### config.mk
export PLATFORM = sky130hd
export DESIGN_NAME = dotted_version_compare
export DESIGN_NICKNAME = d
export VERILOG_FILES = /design/src/dvc_pkg.sv /design/src/dvc_in_stage.sv /design/src/dvc_core.sv /design/src/dvc_out_stage.sv /design/src/dotted_version_compare.sv
export SDC_FILE = /design/constraint.sdc
export NUM_CORES = 1
export LEC_CHECK = 0
export BUFFER_PORTS_ARGS = -buffer_cell sky130_fd_sc_hd__buf_4
export CAP_MARGIN = 20
export CORE_MARGIN = 10
export CORE_UTILIZATION = 35
export CTS_CLUSTER_DIAMETER = 50
export DETAILED_ROUTE_END_ITERATION = 16
export GPL_TIMING_DRIVEN = 0
export PLACE_DENSITY = 0.62
export SYNTH_ARGS = -nofsm -noshare
export SYNTH_HDL_FRONTEND = slang
export SYNTH_SLANG_ARGS = --single-unit
### constraint.sdc
create_clock -name clk_i -period 6 [get_ports clk_i]
set_input_delay 1.2 -clock clk_i [delete_from_list [all_inputs] [get_ports clk_i]]
set_output_delay 1.2 -clock clk_i [all_outputs]
set_load 0.1 [all_outputs]
### src/dvc_pkg.sv
`default_nettype none

package dvc_pkg;

  localparam int NUM_FIELDS = 4;
  localparam int FIELD_W    = 30;
  localparam int IDX_W      = (NUM_FIELDS > 1) ? $clog2(NUM_FIELDS) : 1;

  localparam logic [FIELD_W-1:0] FIELD_LIMIT = FIELD_W'(100000000);

  localparam logic [7:0] CH_NUL   = 8'h00;
  localparam logic [7:0] CH_LOW_V = 8'h76;
  localparam logic [7:0] CH_UP_V  = 8'h56;
  localparam logic [7:0] CH_DOT   = 8'h2e;
  localparam logic [7:0] CH_MINUS = 8'h2d;
  localparam logic [7:0] CH_PLUS  = 8'h2b;
  localparam logic [7:0] CH_ZERO  = 8'h30;
  localparam logic [7:0] CH_NINE  = 8'h39;

  typedef enum logic [2:0] {
    PS_PARSING = 3'b001,
    PS_OK      = 3'b010,
    PS_BAD     = 3'b100
  } parse_status_e;

  typedef logic [FIELD_W-1:0]       field_t;
  typedef field_t [NUM_FIELDS-1:0]  field_vec_t;

  // one character word as it enters the parser
  typedef struct packed {
    logic       last;
    logic       is_current;
    logic [7:0] ch;
  } in_word_t;

  // verdict, newer in the lowest bit
  typedef struct packed {
    logic current_valid;
    logic latest_valid;
    logic newer;
  } res_t;

endpackage

`default_nettype wire

### src/dvc_in_stage.sv
`default_nettype none

module dvc_in_stage (
  input  wire              clk_i,
  input  wire              rst_ni,
  input  wire              valid_i,
  output logic             ready_o,
  input  wire dvc_pkg::in_word_t word_i,
  input  wire              advance_i,
  output logic             valid_o,
  output dvc_pkg::in_word_t word_o
);
  import dvc_pkg::*;

  logic     valid_q, valid_d;
  in_word_t word_q;

  // take a new word when empty or when the held one moves on this cycle
  assign ready_o = !valid_q || advance_i;

  always_comb begin
    valid_d = valid_q;
    if (ready_o) begin
      valid_d = valid_i;
    end
  end

  always_ff @(posedge clk_i or negedge rst_ni) begin
    if (!rst_ni) begin
      valid_q <= 1'b0;
    end else begin
      valid_q <= valid_d;
    end
  end

  always_ff @(posedge clk_i) begin
    if (ready_o && valid_i) begin
      word_q <= word_i;
    end
  end

  assign valid_o = valid_q;
  assign word_o  = word_q;

endmodule

`default_nettype wire

### src/dvc_core.sv
`default_nettype none

module dvc_core (
  input  wire              clk_i,
  input  wire              rst_ni,
  input  wire              advance_i,
  input  wire dvc_pkg::in_word_t word_i,
  output logic             emit_o,
  output dvc_pkg::res_t    res_o
);
  import dvc_pkg::*;

  field_vec_t    lat_q, lat_d;
  field_vec_t    cur_q, cur_d;
  logic [IDX_W-1:0] idx_q, idx_d;
  logic          seen_q, seen_d;
  parse_status_e status_q, status_d;
  logic          start_q, start_d;
  logic          lat_ok_q, lat_ok_d;

  field_vec_t    fld_base, fld_new;
  field_t        fld_val, fld_mul;
  logic [IDX_W-1:0] idx_n;
  logic          seen_n;
  parse_status_e status_n;
  logic          is_digit, is_term, skip_v;
  logic          cur_ok, newer;

  assign is_digit = (word_i.ch >= CH_ZERO) && (word_i.ch <= CH_NINE);
  assign is_term  = (word_i.ch == CH_NUL) || (word_i.ch == CH_MINUS) ||
                    (word_i.ch == CH_PLUS);
  assign skip_v   = start_q && ((word_i.ch == CH_LOW_V) || (word_i.ch == CH_UP_V));

  // parse one character against the selected field store
  always_comb begin
    fld_base = word_i.is_current ? cur_q : lat_q;
    if (start_q) begin
      fld_base = '0;
    end
    fld_new  = fld_base;
    fld_val  = fld_base[idx_q];
    fld_mul  = (fld_val << 3) + (fld_val << 1);
    idx_n    = idx_q;
    seen_n   = seen_q;
    status_n = status_q;
    if (status_q == PS_PARSING && !skip_v) begin
      if (is_digit) begin
        if (fld_val > FIELD_LIMIT) begin
          status_n = PS_BAD;
        end else begin
          fld_new[idx_q] = fld_mul + FIELD_W'(word_i.ch[3:0]);
          seen_n = 1'b1;
        end
      end else if (is_term) begin
        status_n = seen_q ? PS_OK : PS_BAD;
      end else if (word_i.ch == CH_DOT) begin
        if (!seen_q || idx_q == IDX_W'(NUM_FIELDS - 1)) begin
          status_n = PS_BAD;
        end else begin
          idx_n  = idx_q + IDX_W'(1);
          seen_n = 1'b0;
        end
      end else begin
        status_n = PS_BAD;
      end
    end
    // end of string closes a field still open
    if (word_i.last && status_n == PS_PARSING) begin
      status_n = seen_n ? PS_OK : PS_BAD;
    end
  end

  // most significant field first: lowest differing index decides
  always_comb begin
    newer = 1'b0;
    for (int i = NUM_FIELDS - 1; i >= 0; i--) begin
      if (lat_q[i] != fld_new[i]) begin
        newer = lat_q[i] > fld_new[i];
      end
    end
    cur_ok = (status_n == PS_OK);
  end

  assign emit_o            = advance_i && word_i.last && word_i.is_current;
  assign res_o.newer         = newer && lat_ok_q && cur_ok;
  assign res_o.latest_valid  = lat_ok_q;
  assign res_o.current_valid = cur_ok;

  always_comb begin
    lat_d    = lat_q;
    cur_d    = cur_q;
    idx_d    = idx_q;
    seen_d   = seen_q;
    status_d = status_q;
    start_d  = start_q;
    lat_ok_d = lat_ok_q;
    if (advance_i) begin
      if (word_i.last && word_i.is_current) begin
        // verdict out, drop everything
        lat_d    = '0;
        cur_d    = '0;
        idx_d    = '0;
        seen_d   = 1'b0;
        status_d = PS_PARSING;
        start_d  = 1'b1;
        lat_ok_d = 1'b0;
      end else if (word_i.last) begin
        lat_d    = fld_new;
        lat_ok_d = (status_n == PS_OK);
        idx_d    = '0;
        seen_d   = 1'b0;
        status_d = PS_PARSING;
        start_d  = 1'b1;
      end else begin
        if (word_i.is_current) begin
          cur_d = fld_new;
        end else begin
          lat_d = fld_new;
          if (start_q) begin
            lat_ok_d = 1'b0;
          end
        end
        idx_d    = idx_n;
        seen_d   = seen_n;
        status_d = status_n;
        start_d  = 1'b0;
      end
    end
  end

  always_ff @(posedge clk_i or negedge rst_ni) begin
    if (!rst_ni) begin
      lat_q    <= '0;
      cur_q    <= '0;
      idx_q    <= '0;
      seen_q   <= 1'b0;
      status_q <= PS_PARSING;
      start_q  <= 1'b1;
      lat_ok_q <= 1'b0;
    end else begin
      lat_q    <= lat_d;
      cur_q    <= cur_d;
      idx_q    <= idx_d;
      seen_q   <= seen_d;
      status_q <= status_d;
      start_q  <= start_d;
      lat_ok_q <= lat_ok_d;
    end
  end

endmodule

`default_nettype wire

### src/dvc_out_stage.sv
`default_nettype none

module dvc_out_stage (
  input  wire           clk_i,
  input  wire           rst_ni,
  input  wire           load_i,
  input  wire dvc_pkg::res_t res_i,
  output logic          free_o,
  output logic          valid_o,
  input  wire           ready_i,
  output dvc_pkg::res_t res_o
);
  import dvc_pkg::*;

  logic valid_q, valid_d;
  res_t res_q;

  // slot is free when empty or drained this cycle
  assign free_o = !valid_q || ready_i;

  always_comb begin
    valid_d = valid_q;
    if (load_i) begin
      valid_d = 1'b1;
    end else if (ready_i) begin
      valid_d = 1'b0;
    end
  end

  always_ff @(posedge clk_i or negedge rst_ni) begin
    if (!rst_ni) begin
      valid_q <= 1'b0;
    end else begin
      valid_q <= valid_d;
    end
  end

  always_ff @(posedge clk_i) begin
    if (load_i) begin
      res_q <= res_i;
    end
  end

  assign valid_o = valid_q;
  assign res_o   = res_q;

endmodule

`default_nettype wire

### src/dotted_version_compare.sv
// Channel  Dir  Word                            Per word
// s_axis   in   tdata=ch, tuser=is_current      one character of a version string
//               tlast=last                      final character of that string
// m_axis   out  tdata={00000,cur_v,lat_v,newer} one verdict per current string
//
// One character per cycle while the output is not stalled. From input to verdict
// a word passes an input register, then the parser step into the output register.
// The parser state and both field stores update in that single step.
// Reset clears all parser state and field stores at once.
// A stalled output holds the parser and the input register; while
// m_axis_tready is high, s_axis_tready is high.
`default_nettype none

module dotted_version_compare (
  input  wire        clk_i,
  input  wire        rst_ni,
  input  wire        s_axis_tvalid,
  output logic       s_axis_tready,
  input  wire  [7:0] s_axis_tdata,   // [7:0] ch
  input  wire        s_axis_tuser,   // [0] is_current
  input  wire        s_axis_tlast,
  output logic       m_axis_tvalid,
  input  wire        m_axis_tready,
  output logic [7:0] m_axis_tdata    // [0] newer, [1] latest_valid, [2] current_valid
);
  import dvc_pkg::*;

  in_word_t in_word, word;
  logic     word_valid, advance, emit, out_free;
  res_t     res, res_out;

  assign in_word.ch         = s_axis_tdata;
  assign in_word.is_current = s_axis_tuser;
  assign in_word.last       = s_axis_tlast;

  assign advance = word_valid && out_free;

  dvc_in_stage u_in (
    .clk_i     (clk_i),
    .rst_ni    (rst_ni),
    .valid_i   (s_axis_tvalid),
    .ready_o   (s_axis_tready),
    .word_i    (in_word),
    .advance_i (advance),
    .valid_o   (word_valid),
    .word_o    (word)
  );

  dvc_core u_core (
    .clk_i     (clk_i),
    .rst_ni    (rst_ni),
    .advance_i (advance),
    .word_i    (word),
    .emit_o    (emit),
    .res_o     (res)
  );

  dvc_out_stage u_out (
    .clk_i   (clk_i),
    .rst_ni  (rst_ni),
    .load_i  (emit),
    .res_i   (res),
    .free_o  (out_free),
    .valid_o (m_axis_tvalid),
    .ready_i (m_axis_tready),
    .res_o   (res_out)
  );

  assign m_axis_tdata = {5'b0, res_out};

endmodule

`default_nettype wire

After elaboration in Yosys (flattened, before gate mapping)
Index checks and enable logic that the tools add are counted.

Eq/ne operators: 18. Mux-type cells: 54. Magnitude comparators: 9. Reductions and logical operators: 32. Add/subtract/negate cells: 3.

Operator list (count): 120-bit 2-to-1 mux (11); 120-bit bitwise mux (1); 30-bit greater-than comparator (4); 30-bit != test (4); 30-bit binary-select mux with 2-bit select (1); 30-bit demux with 2-bit select (1); 30-bit 2-to-1 mux (2); 3-bit 2-to-1 mux (11); 30-bit adder (1); 30-bit by 4-bit adder with 30-bit output (1); 30-bit by 27-bit greater-than comparator with 1-bit output, second input constant (1); 8-bit by 6-bit == test with 1-bit output, second input constant (3); 1-bit 2-to-1 mux (20); 8-bit by 7-bit == test with 1-bit output, second input constant (2); 2-bit 2-to-1 mux (7); 1-bit logical AND (12); 3-bit != test, second input constant (3); 3-bit nonzero test (3); 8-bit by 6-bit >= comparator with 1-bit output, second input constant (1); 8-bit by 6-bit less-or-equal comparator with 1-bit output, second input constant (1); 8-bit logical NOT (1); 3-bit by 1-bit == test with 1-bit output, second input constant (2); 1-bit logical OR (6); 3-bit AND reduction (2); 11 further kinds (15).

Register bits after elaboration: 263. Word-level logic and storage cells: 137. Bits of input ports: 14.

Logic depth before layout (Yosys ltp)
Depth after elaboration: 17. Depth in mapped cells: 29. Mapped depth without buffers: 26.

Modules after synthesis
A second synthesis with hierarchy kept.

Cell total of the unflattened synthesis: 1993. Area, all modules: 18128.6 sq um.

Modules (own cells, without submodules): dvc_core (cells each 1966, sequential area each 6208.5 sq um, area each 17589.4 sq um, instances 1); dvc_in_stage (cells each 14, sequential area each 325.3 sq um, area each 354.1 sq um, instances 1); dvc_out_stage (cells each 6, sequential area each 115.1 sq um, area each 137.6 sq um, instances 1); dotted_version_compare (cells each 7, sequential area each 0.0 sq um, area each 47.5 sq um, instances 1).

Worst setup path after synthesis
No wires, ideal clock.

Kind: reg-to-reg. Start point: register u_core.start_q. End point: register u_out.res_q, in the netlist u_out.res_o[0], data pin. Arrival: 6267 ps. Path slack: -532 ps. Stages on the path, launching flop included: 28. Cells stage by stage: dfstp_2 buf_2 clkbuf_1 clkbuf_1 clkbuf_1 a21oi_1 fa_1 inv_1 fa_1 nor2b_1 o31a_1 o21ai_0 nand3_1 a21oi_1 o211a_1 or3_1 a311oi_1 clkbuf_1 o21a_1 ha_1 nand4_1 nor2_1 nand4_1 or4_1 a2111oi_0 o221ai_1 o21ai_0 a211oi_1.

RTL lines: from (decl) (line dvc_core.sv:18) `logic start_q, start_d;`; from (signal assigned) (line dvc_core.sv:146) `start_q <= start_d;`; to (signal assigned) (line dvc_out_stage.sv:40) `res_q <= res_i;`; to (decl) (line dvc_out_stage.sv:16) `res_t res_q;`.

==> impl_metrics.ini <==
[critical_path]
crit_path_end_kind = flop
startpoint_type = flop
cp_cell_sequence = buf_6 > buf_12 > buf_12 > mux4_2 > mux2i_4 > buf_4 > buf_4 > o22ai_1 > nor4_1 > and4b_1 > a22oi_2 > nor3b_2 > buf_6 > mux2i_1 > ha_1 > a21oi_1 > nor2b_1 > o21ai_0 > a21oi_1 > o21a_1 > o21ai_1 > a32oi_2 > mux2i_2 > a211oi_1
path_max_fanout = 10
cp.arrival_ns = 7.11
max_stage_delay_ns = 0.82
crit_required_ns = 6.27
crit_type = flop to flop
cpLargestDelayFamily = simple AND/OR/NAND/NOR gates
crit_buf_inv = 6
cp_slowest_cell = nor4_1

[power_and_ir_drop]
ir_drop_mv = 0.1957
powerDensity_nw_per_um2 = 209.0
p_leak_nw = 10.35
power_w = 0.004697

[floorplanning]
die_w_um = 253.8
coreArea_um2 = 53920
die-area_um2 = 64410
ios = 24
fp.dieH_um = 253.8
rows = 85
start_util_pct = 35.48

[worst_hold_path]
hold_class = flop to flop

[clocking]
cts_tree = built
cts_sinks = 263
cts.root.buffer_cell = clkbuf_16
htreeDepth = 2
ctsHoldBuffers = 0
numCtsBuffers = 37
clk_latency_ns = 0.58
clockBufferDepth = 3
clk_pin_slew_ns = 0.06

[drt]
avgRoutedWirePerCell_um = 25.33
drt_iter0_drc = 1668
num_vias = 16880
remaining_drc_errors = 0
ant_nets = 0
drt_wl_total_um = 70530
firstDrtPassIters = 5
viasPerCell = 6.065

[status]
outcome = complete, but fails checks
violations = setup timing

[sta]
setup_viol = 1
fmax_mhz = 146.3
fin_crit_ns = 6.836
slew_viol_final = 0
setup_ws_ns = -0.8359
rsz0062_at_grt = true
relSlewSlack_pct = 23.50
timing.final.crit_share_pct = 113.9
hold_viol_final = 0
worst-slew-pin-transition_ns = 1.143
fin_skew_ns = 0.04041

[synthesis]
synth_top_area_share_pct = 32.44
synth_xor_xnor_area_share_pct = 0.9615
synth_compound_gate_area_share_pct = 19.35
ys_seq_area_share_pct = 34.76
avgSynthCellArea_um2 = 9.706
synth_mux_area_share_pct = 16.04
synth-edff-count = 13
ys_ff_latch = 263
yosys_warnings = 0
ys_top_cells_by_area = dfrtp_1, ha_1, mux2i_1
ys_types = 72
synth_top_area_cell = dfrtp_1
synth_fa_ha_area_share_pct = 11.85
synth_top_family_by_area = compound AO/OA/AOI/OAI gates
ys_async_sr_fraction_pct = 95.06
synth_area_um2 = 19130
synthSimpleGateAreaFrac_pct = 12.20
ys.flop_type = dfrtp_1
synthesis.instances = 1971

[global_routing]
grt_max_degree = 118
grt_pass1_vias = 16520
track_usage_pct = 21.63
grt_pass1_wl_um = 105300
antenna_found_initial = 0
overflow = 0

[placement]
dpl.cell_count = 2691
io_buffer_count = 18
dp_hpwl_um = 53570
gp_congestion = 0.9733
place_ws_ns = -2.341

[run]
cap_violations = 0

[final_layout]
diodes = 0
nets = 2255
area_growth_pct = 17.46
final-instance-count-excl-fill = 2784
drive_above_1_share_pct = 16.52
post-route-util_pct = 41.67
-- flip-flops by register name (all words and copies together) (netlist names) --
name / count
u_core.status_q: 3
u_core.start_q: 1
u_core.idx_q: 2
u_in.valid_o: 1
u_core.seen_q: 1
u_out.valid_o: 1
u_in.word_o: 10
u_core.lat_ok_q: 1
u_out.res_o: 3
u_core.lat_q: 120
u_core.cur_q: 120
-- placed cells by master, fill, tap and decap left out, types with 8 or more instances in the layout --
cell and count:
ha_1 170, o21a_1 31, mux4_2 26, a211oi_1 8
a21oi_1 52, nand2_1 210, a21oi_2 8, o21ai_0 96
o21ai_1 78, o22ai_1 12, a22o_1 92, and2_1 8
nor3_1 9, buf_6 13, edfxtp_1 13, mux2_2 8
nand3_1 12, inv_1 66, a21o_1 28, nor2_1 160
mux2i_2 13, o31ai_1 28, buf_4 61, nand2b_1 12
buf_2 11, a32oi_1 16, clkbuf_16 39, mux2i_1 159
nand4_1 30, mux2_4 40, dfrtp_1 248, xnor2_2 8
clkbuf_1 73, nor2b_1 12, o221ai_1 24
-- area by class of cell --
cell class	count	area (µm²)
Clock inverter	22	290.3
Tap cell	696	870.8
Fill cell	5181	31450
Timing Repair Buffer	51	473.0
Sequential cell	263	6649
Inverter	68	260.3
Buffer	125	775.7
Clock buffer	44	993.5
Multi-Input combinational cell	1515	12160
-- worst register-to-register path: cells and delay by family (launching register included) --
family	cells	cell delay [ns]
adders and majority gates	1	0.30
DFF	1	0.36
buffers and inverters	6	0.93
AOI/OAI and AO/OA	9	1.67
muxes	4	1.41
and+or+nand+nor	4	1.89
-- synthesized netlist by cell type, drive strengths merged, types with 14 or more instances --
cell / count
buf: 48
mux2: 48
nand2b: 16
a21o: 28
nand3: 15
nand4: 30
ha: 178
xnor2: 14
mux4: 26
nor2: 164
a32oi: 18
clkbuf: 81
inv: 67
o21a: 32
o21ai: 179
o221ai: 26
nand2: 211
dfrtp: 248
a22o: 92
a21oi: 63
mux2i: 179
o31ai: 28
-- worst paths after layout --
kind | startpoint | to | depth (start not counted) | slack, ns
worst min-delay path | u_core.cur_q[86]$_DFFE_PN0P_ | u_core.cur_q[86]$_DFFE_PN0P_ | 2 | 0.48
min in group asynchronous | rst_ni | u_core.lat_q[96]$_DFFE_PN0P_ | 1 | 0.55
worst max register to register | u_in.word_o[8]$_DFFE_PP_ | u_out.res_o[0]$_DFFE_PP_ | 24 | -0.84
max in group asynchronous | rst_ni | u_core.lat_q[20]$_DFFE_PN0P_ | 2 | 4.44
worst max-delay path | u_in.word_o[8]$_DFFE_PP_ | u_out.res_o[0]$_DFFE_PP_ | 24 | -0.84
worst min register to register | u_core.cur_q[86]$_DFFE_PN0P_ | u_core.cur_q[86]$_DFFE_PN0P_ | 2 | 0.48
-- metrics by stage --
step	setup TNS [ns]	hold slack, ns	cell area (µm²)
final	-0.8359	0.4799	22470
after global routing	-0.8433	0.4997	22470
after CTS	-0.7465	0.4777	22200
after detailed placement	-2.409	0.4658	20260
after global placement	-2.304	0.4610	20190
after floorplan	0	0.4407	19180
-- cell families (layout without fill, tap and decap cells) --
group,after synthesis,after routing
buffers and inverters,197,310
adder cells (fa/ha/maj),180,180
other,1,5
multiplexers,253,253
AO/OA/AOI/OAI,542,542
AND/OR/NAND/NOR,514,514
XOR/XNOR,21,21
flip-flops,263,263
-- metal layers --
| layer | track usage (%) | vias up | share of wire, % |
|---|---|---|---|
| met5 | 0 | - | 0 |
| met4 | 8.363 | 0 | 3.9 |
| met3 | 4.546 | 144 | 9.0 |
| met2 | 33.54 | 798 | 44 |
| met1 | 29.03 | 8467 | 43 |
| li1 | - | 7475 | - |
-- timing repair --
| item | CTS | global route |
|---|---|---|
| setup endpoints to repair | 7 | 1 |
| gates resized for setup | 101 | 41 |
| gates cloned | 1 | 1 |
| pin swaps | 17 | 10 |
| setup buffers | 25 | 4 |
-- report_power, final --
part	internal (W)	switching [W]
logic	0.000135	0.000387
registers	0.00181	0.0000176
clock network	0.00142	0.000929
Note: power is estimated with default switching activity, not from simulation.
